==> config.mk <==
export PLATFORM = sky130hd
export DESIGN_NAME = qau_cordic
export DESIGN_NICKNAME = d
export VERILOG_FILES = /design/src/rtl/quaternion_arithmetic_unit_assert.svh /design/src/rtl/qau_pkg.sv /design/src/rtl/qau_cordic.sv
export SDC_FILE = /design/constraint.sdc
export NUM_CORES = 2
export LEC_CHECK = 0
export BUFFER_PORTS_ARGS = -buffer_cell sky130_fd_sc_hd__buf_2
export CORE_UTILIZATION = 60
export DETAILED_ROUTE_END_ITERATION = 8
export PLACE_DENSITY = 0.86
export RECOVER_POWER = 50
export SLEW_MARGIN = 20
export SYNTH_ARGS = -nofsm -noshare
export SYNTH_HDL_FRONTEND = slang
export SYNTH_SLANG_ARGS = --single-unit
==> constraint.sdc <==
create_clock -name clk -period 8 [get_ports clk]
set_input_delay 1.2 -clock clk [delete_from_list [all_inputs] [get_ports clk]]
set_output_delay 1.2 -clock clk [all_outputs]
set_load 0.01 [all_outputs]
==> src/rtl/quaternion_arithmetic_unit_assert.svh <==
// ----------------------------------------------------------------------------
// Quaternion arithmetic unit assertion macros
// Concurrent checks that compile away when SYNTHESIS is defined.
// ----------------------------------------------------------------------------
`ifndef QUATERNION_ARITHMETIC_UNIT_ASSERT_SVH
`define QUATERNION_ARITHMETIC_UNIT_ASSERT_SVH
`ifndef SYNTHESIS
`define QAU_ASSERT_IMPLY(label, clk, rst_n, ante, cons) \
    label: assert property (@(posedge clk) disable iff (!rst_n) (ante) |-> (cons)) \
        else $error("assertion failed");
`define QAU_ASSERT_DELAY(label, clk, rst_n, ante, n, cons) \
    label: assert property (@(posedge clk) disable iff (!rst_n) (ante) |-> ##n (cons)) \
        else $error("latency assertion failed");
`else
`define QAU_ASSERT_IMPLY(label, clk, rst_n, ante, cons)
`define QAU_ASSERT_DELAY(label, clk, rst_n, ante, n, cons)
`endif
`endif

==> src/rtl/qau_pkg.sv <==
// ----------------------------------------------------------------------------
// Quaternion arithmetic unit package
// Opcodes, CORDIC constants and shared widths.
// ----------------------------------------------------------------------------
`default_nettype none

package qau_pkg;

    localparam int CORDIC_STEPS_DEF = 16;
    localparam int CORDIC_W = 34;
    localparam int OP_W = 18;

    localparam logic signed [CORDIC_W-1:0] K_Q30 = 34'sd652032874;
    localparam logic signed [CORDIC_W-1:0] PI_Q30 = 34'sd3373259426;
    localparam logic signed [CORDIC_W-1:0] HALF_PI_Q30 = 34'sd1686629713;

    typedef enum logic [2:0] {
        CMD_MUL   = 3'd0,
        CMD_VEC   = 3'd1,
        CMD_ROT   = 3'd2,
        CMD_CONJ  = 3'd3,
        CMD_AXIS  = 3'd4,
        CMD_EULER = 3'd5
    } cmd_t;

    typedef struct packed {
        logic [2:0]       cmd;
        logic [3:0][15:0] a;
        logic [3:0][15:0] b;
    } item_t;

    function automatic logic [31:0] atan_q30(input int i);
        logic [31:0] v;
        case (i)
            0:       v = 32'd843314856;
            1:       v = 32'd497837829;
            2:       v = 32'd263043836;
            3:       v = 32'd133525158;
            4:       v = 32'd67021686;
            5:       v = 32'd33543515;
            6:       v = 32'd16775851;
            7:       v = 32'd8388437;
            8:       v = 32'd4194282;
            9:       v = 32'd2097149;
            10:      v = 32'd1048575;
            11:      v = 32'd524287;
            12:      v = 32'd262143;
            13:      v = 32'd131071;
            14:      v = 32'd65535;
            15:      v = 32'd32767;
            16:      v = 32'd16383;
            17:      v = 32'd8191;
            18:      v = 32'd4095;
            19:      v = 32'd2047;
            20:      v = 32'd1023;
            21:      v = 32'd511;
            22:      v = 32'd255;
            23:      v = 32'd127;
            default: v = 32'd0;
        endcase
        return v;
    endfunction

endpackage

`default_nettype wire

==> src/rtl/qau_cordic.sv <==
// ----------------------------------------------------------------------------
// Pipelined half-angle CORDIC
// Range reduction stage followed by one register stage per rotation step.
// ----------------------------------------------------------------------------
`default_nettype none

module qau_cordic #(
    parameter int STEPS = qau_pkg::CORDIC_STEPS_DEF
) (
    input  wire logic                                 clk,
    input  wire logic signed [15:0]                   angle,
    output logic signed [qau_pkg::CORDIC_W-1:0]       sin_q30,
    output logic signed [qau_pkg::CORDIC_W-1:0]       cos_q30
);

    localparam int W = qau_pkg::CORDIC_W;

    logic signed [W-1:0] x_reg [0:STEPS];
    logic signed [W-1:0] y_reg [0:STEPS];
    logic signed [W-1:0] z_reg [0:STEPS];
    logic                neg_reg [0:STEPS];

    logic signed [W-1:0] z_in;
    logic signed [W-1:0] z_next;
    logic                neg_next;

    always_comb
    begin
        z_in = W'(angle) <<< 17;
        z_next = z_in;
        neg_next = 1'b0;
        if (z_in > qau_pkg::HALF_PI_Q30)
        begin
            z_next = z_in - qau_pkg::PI_Q30;
            neg_next = 1'b1;
        end
        else if (z_in < -qau_pkg::HALF_PI_Q30)
        begin
            z_next = z_in + qau_pkg::PI_Q30;
            neg_next = 1'b1;
        end
    end

    always_ff @(posedge clk)
    begin
        x_reg[0] <= qau_pkg::K_Q30;
        y_reg[0] <= '0;
        z_reg[0] <= z_next;
        neg_reg[0] <= neg_next;
    end

    for (genvar i = 0; i < STEPS; i++)
    begin : g_step
        localparam logic signed [W-1:0] ATAN = W'(qau_pkg::atan_q30(i));
        always_ff @(posedge clk)
        begin
            if (!z_reg[i][W-1])
            begin
                x_reg[i+1] <= x_reg[i] - (y_reg[i] >>> i);
                y_reg[i+1] <= y_reg[i] + (x_reg[i] >>> i);
                z_reg[i+1] <= z_reg[i] - ATAN;
            end
            else
            begin
                x_reg[i+1] <= x_reg[i] + (y_reg[i] >>> i);
                y_reg[i+1] <= y_reg[i] - (x_reg[i] >>> i);
                z_reg[i+1] <= z_reg[i] + ATAN;
            end
            neg_reg[i+1] <= neg_reg[i];
        end
    end

    assign sin_q30 = neg_reg[STEPS] ? -y_reg[STEPS] : y_reg[STEPS];
    assign cos_q30 = neg_reg[STEPS] ? -x_reg[STEPS] : x_reg[STEPS];

endmodule

`default_nettype wire

Word level (Yosys, flattened, before mapping)
Memory sizes are Yosys's and may differ from the RTL's.
Cells that the tools add are included.
{"block": "totals", "register_bits": 0, "latch_bits": 0, "ram_bits": 1751, "rom_bits": 0, "elab_cells": 239, "n_memories": 4}
{"name": "x_reg", "depth": 17, "width": 34, "read_ports": 17, "rd_clocked_by_memory_dff": 0, "write_ports": 17, "line": "qau_cordic.sv:18", "rtl": "logic signed [W-1:0] x_reg [0:STEPS];"}
{"name": "y_reg", "depth": 17, "width": 34, "read_ports": 17, "rd_clocked_by_memory_dff": 0, "write_ports": 17, "line": "qau_cordic.sv:19", "rtl": "logic signed [W-1:0] y_reg [0:STEPS];"}
{"name": "z_reg", "depth": 17, "width": 34, "read_ports": 16, "rd_clocked_by_memory_dff": 0, "write_ports": 17, "line": "qau_cordic.sv:20", "rtl": "logic signed [W-1:0] z_reg [0:STEPS];"}
{"name": "neg_reg", "depth": 17, "width": 1, "read_ports": 17, "rd_clocked_by_memory_dff": 0, "write_ports": 17, "line": "qau_cordic.sv:21", "rtl": "logic neg_reg [0:STEPS];"}
{"block": "op_classes", "addsub": 99, "n_mul": 0, "n_div": 0, "order_cmp": 2, "n_eq_ne": 0, "shifts": 0, "muxes": 86, "n_bitwise": 48, "reduce_logical": 0}
{"op": "34-bit two-way mux", "n": 52}
{"op": "34-bit by 19-bit adder with 34-bit output", "n": 2}
{"op": "34-bit by 20-bit adder with 34-bit output", "n": 2}
{"op": "34-bit by 21-bit adder with 34-bit output", "n": 2}
{"op": "34-bit by 22-bit adder with 34-bit output", "n": 2}
{"op": "34-bit by 23-bit adder with 34-bit output", "n": 2}
{"op": "34-bit by 24-bit adder with 34-bit output", "n": 2}
{"op": "34-bit by 25-bit adder with 34-bit output", "n": 2}
{"op": "34-bit by 26-bit adder with 34-bit output", "n": 2}
{"op": "34-bit by 27-bit adder with 34-bit output", "n": 2}
{"op": "34-bit by 28-bit adder with 34-bit output", "n": 2}
{"op": "34-bit by 29-bit adder with 34-bit output", "n": 2}
{"op": "34-bit by 30-bit adder with 34-bit output", "n": 2}
{"op": "34-bit by 31-bit adder with 34-bit output", "n": 2}
{"op": "34-bit by 32-bit adder with 34-bit output", "n": 2}
{"op": "34-bit by 33-bit adder with 34-bit output", "n": 2}
{"op": "34-bit negator", "n": 2}
{"op": "34-bit by 19-bit subtractor with 34-bit output", "n": 2}
{"op": "34-bit by 20-bit subtractor with 34-bit output", "n": 2}
{"op": "34-bit by 21-bit subtractor with 34-bit output", "n": 2}
{"op": "34-bit by 22-bit subtractor with 34-bit output", "n": 2}
{"op": "34-bit by 23-bit subtractor with 34-bit output", "n": 2}
{"op": "34-bit by 24-bit subtractor with 34-bit output", "n": 2}
{"op": "34-bit by 25-bit subtractor with 34-bit output", "n": 2}
{"op": "48 further kinds", "n": 137}

Longest topological paths before layout
{"block": "depth", "ltp_word": 3, "ltp_mapped": 22, "depth_no_buf": 22}

Worst setup path before layout
OpenSTA, ideal clock, no wires.
{"block": "synth_timing", "kind": "flip-flop to flip-flop", "start": "mem x_reg[6][6] (netlist name)", "end": "mem y_reg[7][33] (netlist name)", "t_arrival_ps": 4331, "required_time_ps": 7879, "path_slack_ps": 3548, "path_stages_with_launch": 23, "period_less_slack_ps": 4452, "cell_sequence": "dfxtp_1 inv_1 ha_1 nand2b_1 or4_1 nor3_1 nand2b_1 or4_1 nor2_1 a21oi_1 xnor2_1 ha_1 a21o_1 a21oi_1 nor2b_1 o21ai_0 a21boi_0 o31a_1 a2111o_1 a31oi_1 nor2_1 o22ai_1 xnor2_1"}
{"element": "start: declaration", "line": "qau_cordic.sv:18"}
{"element": "end: declaration", "line": "qau_cordic.sv:19"}

==> flow_metrics.tcl <==
set metrics [dict create \
    holdBufCountCts 0 \
    syn_nets 14800 \
    reg2reg_slack_ns 1.76 \
    hold_violations 0 \
    fin_crit_ns 6.24 \
    clockRootBuffer "clkbuf_16" \
    first_pass_iters 8 \
    drive_above_1_share_pct 3.91 \
    largest_reg_flops 511 \
    portBuffers 84 \
    r2r_end "z_reg[6][30]" \
    syn_area_mm2 0.112 \
    drc 0 \
    async_flop_share_pct 0 \
    viasPerCell 6.12 \
    seq_area_frac_synth_pct 26.7 \
    cp_max_fo 29 \
    final_cells 16000 \
    die_w_um 434 \
    crit_type "reg -> reg" \
    max_freq_mhz 160 \
    fp.dieH_um 434 \
    synth_edf_count 0 \
    cts_tree "built" \
    clock-sinks 1490 \
    grt_overflow_total 0 \
    hold-path-cell-count 0 \
    timing.setup.tns_ns 0 \
    regArea_mm2 0.0298 \
    grt_usage_pct 29.4 \
    wirelength_mm 286 \
    arrival_ns 6.96 \
    initial_core_util_pct 60.4 \
    synth.distinct_cells 108 \
    clockBufferDepth 3 \
    clock_latency_ns 0.85 \
    crit_start "z_reg[5][33]" \
    antenna_found_initial 1 \
    fp-row-count 158 \
    ys_ff_latch 1490 \
    antennaDiodeCount 0 \
    critPathRequiredTime_ns 8.72 \
    hold_end "neg_reg[0][15]" \
    placed_area_mm2 0.115 \
    core_area_mm2 0.185 \
    drtIter0Drc 8070 \
    rsz0062_at_grt "false" \
    reg2regPathDepth 15 \
    final_max_slew_viol_count 183 \
    cp-start-kind "register" \
    worstHoldStart "neg_reg[0][14]" \
    synth_cells 13300 \
    setup-violations-final 0 \
    post_cts_resize_count 0 \
    finClkSkew_ns 0.0525 \
    dp_cells 15700 \
    cts_buffers 163 \
    die_area_mm2 0.188 \
    drv_cap 5 \
    nNetsFinal 14900 \
    holdCritPathClass "reg -> reg" \
    synth.avg_cell_area_um2 8.42 \
    first_global_vias 91900 \
    dr_total_vias 97900 \
    drtAntennaViolNets 0 \
    grt_start_max_net_pins 81 \
    crit_path_end_kind "register" \
    syn2layout_area_growth_pct 7.77 \
    synth_warnings 0 \
    tightest_slew_ns 2.05 \
    fin_crit_sh_pct 78.0 \
    fillers 14800 \
    stdcell_area_mm2 0.121 \
    reg2reg_from "z_reg[5][33]" \
    ys.flop_type "dfxtp_1" \
    maxSlewHeadroom_pct -36.9 \
    violations "capacitance limit, slew limit" \
    multi_input_comb_area_mm2 0.0790 \
    clkTransAtPathRegs_ns 0.07 \
    grt_pass1_wl_mm 462 \
    io_pins 85 \
    dp_hpwl_mm 221 \
    status "finished, violations left" \
    gp_congestion 0.988 \
    cts_max_level 4 \
    wl_per_cell_um 17.9 \
    postCtsSetupRepairBufs 0 \
]
-- how the worst max path moves through the flow --
stage	end	slack (ns)	depth (start not counted)
3_3_place_gp	y_reg[7][33]	3.04	17
4_1_cts	sin_q30[29]	2.82	10
3_5_place_dp	y_reg[7][33]	3.05	17
5_1_grt	z_reg[6][30]	1.44	15
6_report	z_reg[6][30]	1.76	15
2_1_floorplan	y_reg[7][33]	3.55	22
-- routing by layer --
metal	wire [µm]	up-vias	track usage (%)
li1	-	47900	-
met1	120000	45500	36.3
met2	134000	3649	50.5
met3	20200	771	4.90
met4	11200	2	11.9
met5	17	-	0
-- worst max-delay path, stage by stage (launching register included) --
cell      delay [ns]
dfxtp_1         0.31
clkbuf_1        1.35
clkinv_1        1.03
buf_4           0.48
ha_1            0.29
nor2b_1         0.12
o21ai_0         0.20
a21boi_0        0.20
o211ai_1        0.26
o21ai_0         0.22
o311ai_0        0.49
a31oi_1         0.28
a211o_1         0.32
a21oi_1         0.23
o21bai_1        0.13
xor2_1          0.16
-- cell usage after synthesis (all sizes together) (22+ instances only) --
cell     number  area, µm²
dfxtp      1490      29800
a21oi      1450       7260
ha         1432      17900
xnor2      1267      11100
nor2       1158       4350
a21o        705       5290
xor2        645       5650
o21ai       624       3140
inv         618       2320
nand2       616       2310
nor3        355       1790
nand2b      212       1330
o21a        209       1570
nand3       207       1040
nor2b       196       1230
o21bai      182       1370
a31oi       170       1060
clkbuf      154        579
and3        132        826
nor4        116        732
a211oi      111        838
nand4        85        532
or3          75        470
o211ai       71        538
and2         65        407
o31ai        65        488
mux2i        63        631
or2          59        369
mux2         58        653
or4          55        418
a21boi       48        360
fa           42        841
o41ai        42        405
buf          40        159
nor3b        32        240
a2111oi      30        270
a211o        29        263
and4         29        254
a31o         26        228
a41oi        26        228
nand3b       26        195
a221oi       23        201
a311oi       22        193
-- logic make-up (layout without fill, tap and decap cells) --
logic type	count (synthesis)	in the layout	share of synthesized area, %
AOI/OAI and AO/OA	4003	4003	22.6
adders and majority gates	1474	1474	16.8
muxes	121	121	1.15
DFF	1490	1490	26.7
buffers and inverters	815	1037	2.74
xor gates and xnor gates	1912	1912	15.0
and+or+nand+nor	3466	3466	15.1
-- cell usage in the layout (no fill, tap or decap), types with 212 or more instances in the layout --
cell	synthesis	final
inv_1	617	618
xnor2_1	1267	1267
nand2_1	615	615
nand2b_1	212	212
o21ai_0	613	615
ha_1	1432	1432
xor2_1	645	645
a21o_1	704	704
nor3_1	353	353
a21oi_1	1449	1449
dfxtp_1	1490	1489
nor2_1	1158	1158
-- through the flow --
stage	util, %	hold slack, ns	setup slack [ns]
2_1_floorplan	-	0.310	3.55
3_3_place_gp	62.1	0.310	3.04
3_5_place_dp	62.1	0.312	3.05
4_1_cts	65.1	0.324	2.82
5_1_grt	65.1	0.330	1.44
6_report	65.1	0.324	1.76
-- final cells by class --
cell class / instances / area share (%)
well taps: 2480 / 2.57
flip-flops and latches: 1490 / 24.7
repair buffers: 124 / 0.541
multi-input cells: 11000 / 65.5
inverters: 621 / 1.93
clock buffers: 216 / 3.82
clock inverters: 76 / 0.878
Power is left out: the tool's default activity adds up to more than one toggle a clock period on the data nets, which glitch-free logic cannot reach.
